<file path="config.mk">
export PLATFORM = sky130hd
export DESIGN_NAME = p2coa_ram
export DESIGN_NICKNAME = d
export VERILOG_FILES = /design/src/hw/rtl/p2coa_ram.sv
export SDC_FILE = /design/constraint.sdc
export NUM_CORES = 1
export LEC_CHECK = 0
export ABC_AREA = 1
export BUFFER_PORTS_ARGS = -buffer_cell sky130_fd_sc_hd__buf_2
export CAP_MARGIN = 20
export CORE_ASPECT_RATIO = 0.7
export CORE_UTILIZATION = 45
export CTS_BUF_LIST = sky130_fd_sc_hd__clkbuf_8 sky130_fd_sc_hd__clkbuf_16
export DETAILED_ROUTE_END_ITERATION = 10
export HOLD_SLACK_MARGIN = 0.03
export SLEW_MARGIN = 10
export SYNTH_ARGS = -nofsm -noshare
export SYNTH_HDL_FRONTEND = slang
export SYNTH_SLANG_ARGS = --single-unit
</file>
<file path="constraint.sdc">
create_clock -name clock -period 4 [get_ports clock]
set_input_delay 1.2 -clock clock [delete_from_list [all_inputs] [get_ports clock]]
set_output_delay 1.2 -clock clock [all_outputs]
set_load 0.02 [all_outputs]
</file>
<file path="src/hw/rtl/p2coa_ram.sv">
// ----------------------------------------------------------------------------
// p2coa_ram
// Simple dual-port RAM: one write port, one read port with registered data.
// ----------------------------------------------------------------------------
module p2coa_ram #(
   parameter int WIDTH = 8,
   parameter int DEPTH = 16
) (
   input  logic                     clock,
   input  logic                     wr_en,
   input  logic [$clog2(DEPTH)-1:0] wr_addr,
   input  logic [WIDTH-1:0]         wr_data,
   input  logic [$clog2(DEPTH)-1:0] rd_addr,
   output logic [WIDTH-1:0]         rd_data
);

   logic [WIDTH-1:0] mem_ff [DEPTH];
   logic [WIDTH-1:0] rd_data_ff;

   always_ff @(posedge clock) begin
      if (wr_en) begin
         mem_ff[wr_addr] <= wr_data;
      end
      rd_data_ff <= mem_ff[rd_addr];
   end

   assign rd_data = rd_data_ff;

endmodule

</file>
### After elaboration in Yosys (flattened, before gate mapping)

Memory sizes are Yosys's and may differ from the RTL's. A register that Yosys moved wholly into a read port is not among the register bits.
Index checks and enable logic that the tools add are counted.

| cells by class | value |
|---|---|
| multiplexer cells | 2 |

Operator list:

| kind | count |
|---|---|
| 1-bit 2-to-1 mux | 2 |

| storage, ports and cells | value |
|---|---|
| register bits after elaboration | 0 |
| bits in writable memories | 128 |
| input port bits | 18 |
| output and inout bits | 8 |
| logic and storage cells | 3 |
| memories kept | 1 |

Memory list:

| name | depth | bits a word | read ports | clocked after memory_dff | wr ports | RTL line | source |
|---|---|---|---|---|---|---|---|
| mem_ff | 16 | 8 | 1 | 1 | 1 | 17 | `logic [WIDTH-1:0] mem_ff [DEPTH];` |

### Depth between registers and ports, before layout

Gate-level depths: netlist of run 1.

| depth | value |
|---|---|
| depth in word-level cells | 2 |
| gate-level depth with buffers | 8 |
| mapped depth without buffers | 7 |

### Worst setup path before layout of run 1

OpenSTA, ideal clock, no wires.

| timing | value |
|---|---|
| path type | input -> register |
| from | input port wr_addr[2] |
| to | memory mem_ff[10][0] (enable) |
| setup time | 0.370 ns |
| data arrival time | 1.781 ns |
| data required time | 3.630 ns |
| setup slack | 1.849 ns |
| cell stages on the path | 2 |
| buffers on the path | 0 |
| cells stage by stage | nand3b_1 > nor2_1 |

RTL lines:

| element | RTL line | source |
|---|---|---|
| start, declared | 11 | `input logic [$clog2(DEPTH)-1:0] wr_addr,` |
| end, declared | 17 |  |

Straight into the memory's write port.

### Final worst setup path of run 1

| timing | value |
|---|---|
| from | input port wr_addr[3] |
| to | memory mem_ff[5][1] (enable) |

Straight into the memory's write port.

==> run metrics, run 1 <==
Mapped Nets 569; latest clock arrival within the worst-skew pair 0.41 ns; RSZ-0062 raised after global routing false; Die Width 137.3 µm; endpoints failing setup 0; Max Fclk 0.4180 GHz; die outline area 13280 µm²; worst reg2reg path endpoint rd_data[5]$_DFF_P_; hold slack final 0.6658 ns; number of cell rows 34; CP Data Arrival Time 2.42 ns; final hold violation count 0; initial antenna violation count 0; max-slew violation count 0; status completed; routed via count divided by cell count 5.108; Worst Hold Class reg2reg; total detailed-routing wirelength 13190 µm; Layout Skew 0.005358 ns; final period utilization 0.5980; Worst Setup End Kind register; number of warnings printed during yosys synthesis 0; Hold Buf Count CTS 0; critical setup path kind in2reg; wire length of the first global-routing pass 20810 µm; Max Root-Sink Buffers 2; sequential area share after synthesis 0.6943; startpoint of the lowest-slack hold path mem_ff[10][6]$_DFFE_PP_; post-CTS resize count 0; Final HPWL DP 8051 µm; Synth Cell Area 5767 µm²; chain of cells forming the critical path buf_2, nand3b_1, nor2_1; minimum clock period 2.392 ns; number of design rule violations left after detail routing 0; Clock Sinks 136; mean cell area of the mapped netlist 10.47 µm²; die height 96.72 µm; final sum of negative setup slack 0 ns; layout overhead on the synthesized area 12.37%; worst reg-to-reg path cell count 6; CTS tree built; core region area 12460 µm²; via count of the first global-routing pass 3569; count of state elements after synthesis 136; number of routed nets with antenna violations 0; total global routing track utilization 0.2216; post-layout net count 592; share of post-route cells with drive strength above 1 0.08859; worst-case headroom to the max-slew limit 0.2896; Max Fanout on Critical Path 8; delay of the slowest cell on the worst path 0.85 ns; 1st-pass router iterations 5; routability cong. 0.8413; number of buffers inserted to repair setup after CTS 0; routed wirelength normalized by instance count 17.61 µm; pin count of the biggest net entering global routing 65; total leakage power 2.815 nW; number of maximum-capacitance violations 0; number of vias in the routed layout 3826; power per cell area 486.0 nW/µm²; count of input and output buffers 25; worst path required time 4.03 ns; R2R Setup Slk 2.90 ns; Hold Path Cell Cnt 6; Clock Tree Root sky130_fd_sc_hd__clkbuf_16; startpoint type of the worst setup path primary input; capture endpoint of the worst hold path rd_data[6]$_DFF_P_; initial core utilization 0.4627; worst supply voltage drop on vdd 382.2 µV; number of antenna cells inserted 0; startpoint of the worst-slack reg-to-reg timing path mem_ff[1][5]$_DFFE_PP_; transition time at the pin with the least slew margin 1.062 ns; Congestion Overflow GR 0; Reg clk slew, reported paths 0.05 ns; I/O pin cnt 26; number of distinct library cell variants in the gate-level netlist after synthesis 12; Initial DRC Count 358; gate count after technology mapping 551; Slowest cell on crit path sky130_fd_sc_hd__nor2_1; clock buffer count from CTS 17; number of H-tree levels 4
[worst max path at each step]
stage,startpoint,to,cells after the start
5_1_grt,rd_addr[0],rd_data[5]$_DFF_P_,8
4_1_cts,wr_addr[3],mem_ff[5][1]$_DFFE_PP_,3
3_3_place_gp,wr_addr[3],mem_ff[5][5]$_DFFE_PP_,3
3_5_place_dp,wr_addr[3],mem_ff[5][5]$_DFFE_PP_,3
6_report,wr_addr[3],mem_ff[5][1]$_DFFE_PP_,3
2_1_floorplan,wr_addr[2],mem_ff[10][0]$_DFFE_PP_,2
[cells by family after synthesis]
group	share of synthesized area
AND/OR/NAND/NOR	0.2105
flip-flops	0.6943
buffers and inverters	0.09525
[cell usage in the layout, fill, tap and decap left out]
cell                         instances
sky130_fd_sc_hd__clkinv_2            1
sky130_fd_sc_hd__clkbuf_16          17
sky130_fd_sc_hd__clkinvlp_4          1
sky130_fd_sc_hd__clkinv_1            2
sky130_fd_sc_hd__edfxtp_1          128
sky130_fd_sc_hd__inv_1             108
sky130_fd_sc_hd__clkbuf_8            3
sky130_fd_sc_hd__buf_2              25
sky130_fd_sc_hd__inv_2               2
sky130_fd_sc_hd__nand2_1           173
sky130_fd_sc_hd__buf_4               2
sky130_fd_sc_hd__dfxtp_1             8
sky130_fd_sc_hd__nor2_1             17
sky130_fd_sc_hd__nand3b_1            2
sky130_fd_sc_hd__buf_12              1
sky130_fd_sc_hd__nand3_1            97
[Yosys cell counts, drive strengths merged]
cell type	number	area (µm²)
nand2	173	649.4
nand3b	2	15.01
nand3	97	485.5
dfxtp	8	160.2
buf	24	166.4
nor2	17	63.81
inv	102	382.9
edfxtp	128	3844
[state kept, by name (all words and copies together), names as in the netlist]
signal / count
mem_ff: 128
rd_data: 8
[routing by layer]
metal  up-vias  part of all wire  global-route usage  routed length (µm)
li1       1819                 -                   -                   -
met1      1830              0.48              0.3432                6365
met2       159              0.42              0.2968                5586
met3        18             0.077             0.05608                1018
met4         0             0.016             0.08115                 216
met5         -                 0                   0                   0
[power by group]
group / leakage [nW] / switching, mW / internal [mW] / total, mW
Combinational: 1.31 / 0.147 / 0.0522 / 0.200
Clock: 0.281 / 0.530 / 0.815 / 1.35
Sequential: 1.22 / 0.00964 / 1.59 / 1.60
[critical path, delay by kind of cell]
kind | cells | cell delay (ns)
buffers and inverters | 1 | 0.12
and+or+nand+nor | 2 | 1.10
[cell type report]
class / instances / area, µm²
clock inverter: 12 / 50.05
tap: 162 / 202.7
sequential: 136 / 4004
timing repair buffer: 28 / 160.2
multi-input combinational: 289 / 1214
clock buffer: 20 / 466.7
inverter: 102 / 382.9
fill: 1106 / 5984
[stage by stage]
step | util | power, mW | instance area, µm² | worst slack, ns | cells
after detailed placement | 0.4784 | 1.831 | 5963 | 1.224 | 717
after floorplan | - | 1.754 | 5767 | 1.849 | 551
final | 0.5199 | 3.149 | 6480 | 1.608 | 749
after global routing | 0.5199 | 3.253 | 6480 | 1.482 | 749
after global placement | 0.4784 | 1.829 | 5963 | 1.291 | 717
after CTS | 0.5199 | 3.163 | 6480 | 1.625 | 749
No activity file was read; power rests on OpenSTA's default activity.
==> inputs of run 2 (changes only) <==
Clock period 4 ns to 2.2 ns, I/O delays scaled along.
==> run 2 against run 1 <==
- global-route usage is 0.88 points lower
- clock-buffer cell count is 3 lower
- flip-flop and latch count stayed put
- critical path type is now reg2out
- largest cell class unchanged
- largest power group is now clock
- highest routed layer unchanged
==> run metrics, run 2 (synthesis gave the netlist of run 1 again) <==
worst-case headroom to the max-slew limit 0.6169; number of antenna cells inserted 0; post-CTS resize count 0; critical setup path kind reg2out; final hold violation count 0; layout overhead on the synthesized area 16.73%; I/O pin cnt 26; count of cell instances traversed by the critical path 1; core region area 12460 µm²; max-slew violation count 0; Top delay family on crit path flip-flops; Layout Skew 0.008863 ns; routed via count divided by cell count 4.974; critical path startpoint rd_data[4]$_DFF_P_; smallest setup slack after layout 0.5631 ns; Clock Tree Root sky130_fd_sc_hd__clkbuf_16; R2R Setup Slk 1.14 ns; share of post-route cells with drive strength above 1 0.1207; minimum clock period 1.637 ns; die height 96.72 µm; hold slack final 0.6237 ns; worst supply voltage drop on vdd 574.2 µV; 1st-pass router iterations 5; worst reg2reg path endpoint rd_data[7]$_DFF_P_; number of routed nets with antenna violations 0; number of vias in the routed layout 3815; transition time at the pin with the least slew margin 0.5739 ns; via count of the first global-routing pass 3480; status completed; number of flip-flops under the largest register name 128; number of H-tree levels 4; final cell area excluding filler cells 6731 µm²; latest clock arrival within the worst-skew pair 0.41 ns; FILL cells 1076; worst path required time 1.54 ns; number of design rule violations left after detail routing 0; clock buffer count from CTS 17; final period utilization 0.7441; commonest cells after routing, fill and taps aside sky130_fd_sc_hd__nand2_1 (173), sky130_fd_sc_hd__edfxtp_1 (128), sky130_fd_sc_hd__inv_1 (106), sky130_fd_sc_hd__nand3_1 (97), sky130_fd_sc_hd__buf_2 (25); die outline area 13280 µm²; count of input and output buffers 25; chain of cells forming the critical path buf_2; Initial DRC Count 451; Clock Sinks 136; total global routing track utilization 0.2127; Congestion Overflow GR 0; number of maximum-capacitance violations 0; CTS tree built; count of buffer and inverter cells on the critical path 1; Max Fclk 0.6109 GHz; Slowest cell on crit path sky130_fd_sc_hd__dfxtp_1; startpoint type of the worst setup path register; RSZ-0062 raised after global routing false; power per cell area 932.2 nW/µm²; number of buffers inserted to repair setup after CTS 0; total leakage power 2.960 nW; register with the highest flop count mem_ff; Max Root-Sink Buffers 2; worst reg-to-reg path cell count 6; initial antenna violation count 0; Die Width 137.3 µm; initial core utilization 0.4627; Final HPWL DP 8142 µm; wire length of the first global-routing pass 19780 µm; endpoints failing setup 0; commonest non-fill, non-tap cell in the layout sky130_fd_sc_hd__nand2_1; CP Data Arrival Time 0.98 ns; routed wirelength normalized by instance count 16.97 µm; startpoint of the worst-slack reg-to-reg timing path mem_ff[8][7]$_DFFE_PP_; Hold Buf Count CTS 0; delay of the slowest cell on the worst path 0.38 ns; pin count of the biggest net entering global routing 65; crit path to rd_data[4]; Reg clk slew, reported paths 0.05 ns; routability cong. 0.8155; post-layout net count 610; total detailed-routing wirelength 13020 µm; Placement Cell Area 6111 µm²; Util after Layout 0.5401; post-placement worst setup slack 0.3150 ns; final sum of negative setup slack 0 ns; Worst Setup End Kind output port; Worst Hold Class in2reg; number of cell rows 34; Max Fanout on Critical Path 1
-- run 2: cell type report --
cell class	count	area [µm²]	area share
Sequential cell	136	4004	0.5948
Timing Repair Buffer	46	307.8	0.04572
Multi-Input combinational cell	289	1214	0.1803
Tap cell	162	202.7	0.03011
Inverter	102	382.9	0.05688
Clock buffer	17	425.4	0.06320
Clock inverter	15	195.2	0.02900
-- run 2: power by group --
group / internal [mW] / switching, mW
sequential: 2.90 / 0.0208
clock: 1.98 / 1.00
combinational: 0.106 / 0.271
-- run 2: worst min-delay path: stages --
cell,delay (ns)
sky130_fd_sc_hd__buf_2,0.17
sky130_fd_sc_hd__nand3_1,0.10
sky130_fd_sc_hd__nand2_1,0.05
-- run 2: through the flow --
step / std cells / power [mW]
CTS: 767 / 6.301
detailed placement: 735 / 3.349
finish: 767 / 6.275
global route: 767 / 6.444
global placement: 735 / 3.344
floorplan: 551 / 3.190
-- run 2: how the worst min path moves through the flow --
stage	from	endpoint	slack, ns	cells after the start
after detailed placement	mem_ff[10][6]$_DFFE_PP_	rd_data[6]$_DFF_P_	0.65	6
after global routing	rd_addr[3]	rd_data[3]$_DFF_P_	0.62	3
final	rd_addr[3]	rd_data[4]$_DFF_P_	0.62	3
after floorplan	mem_ff[10][0]$_DFFE_PP_	rd_data[0]$_DFF_P_	0.61	6
after global placement	mem_ff[10][6]$_DFFE_PP_	rd_data[6]$_DFF_P_	0.65	6
after CTS	rd_addr[3]	rd_data[4]$_DFF_P_	0.61	3
-- run 2: layer usage --
layer / track usage / vias up / wire length (µm)
met5: 0 / - / 0
met4: 0.06255 / 0 / 122
met3: 0.06132 / 14 / 867
met2: 0.2887 / 137 / 5648
met1: 0.3277 / 1807 / 6377
li1: - / 1857 / -
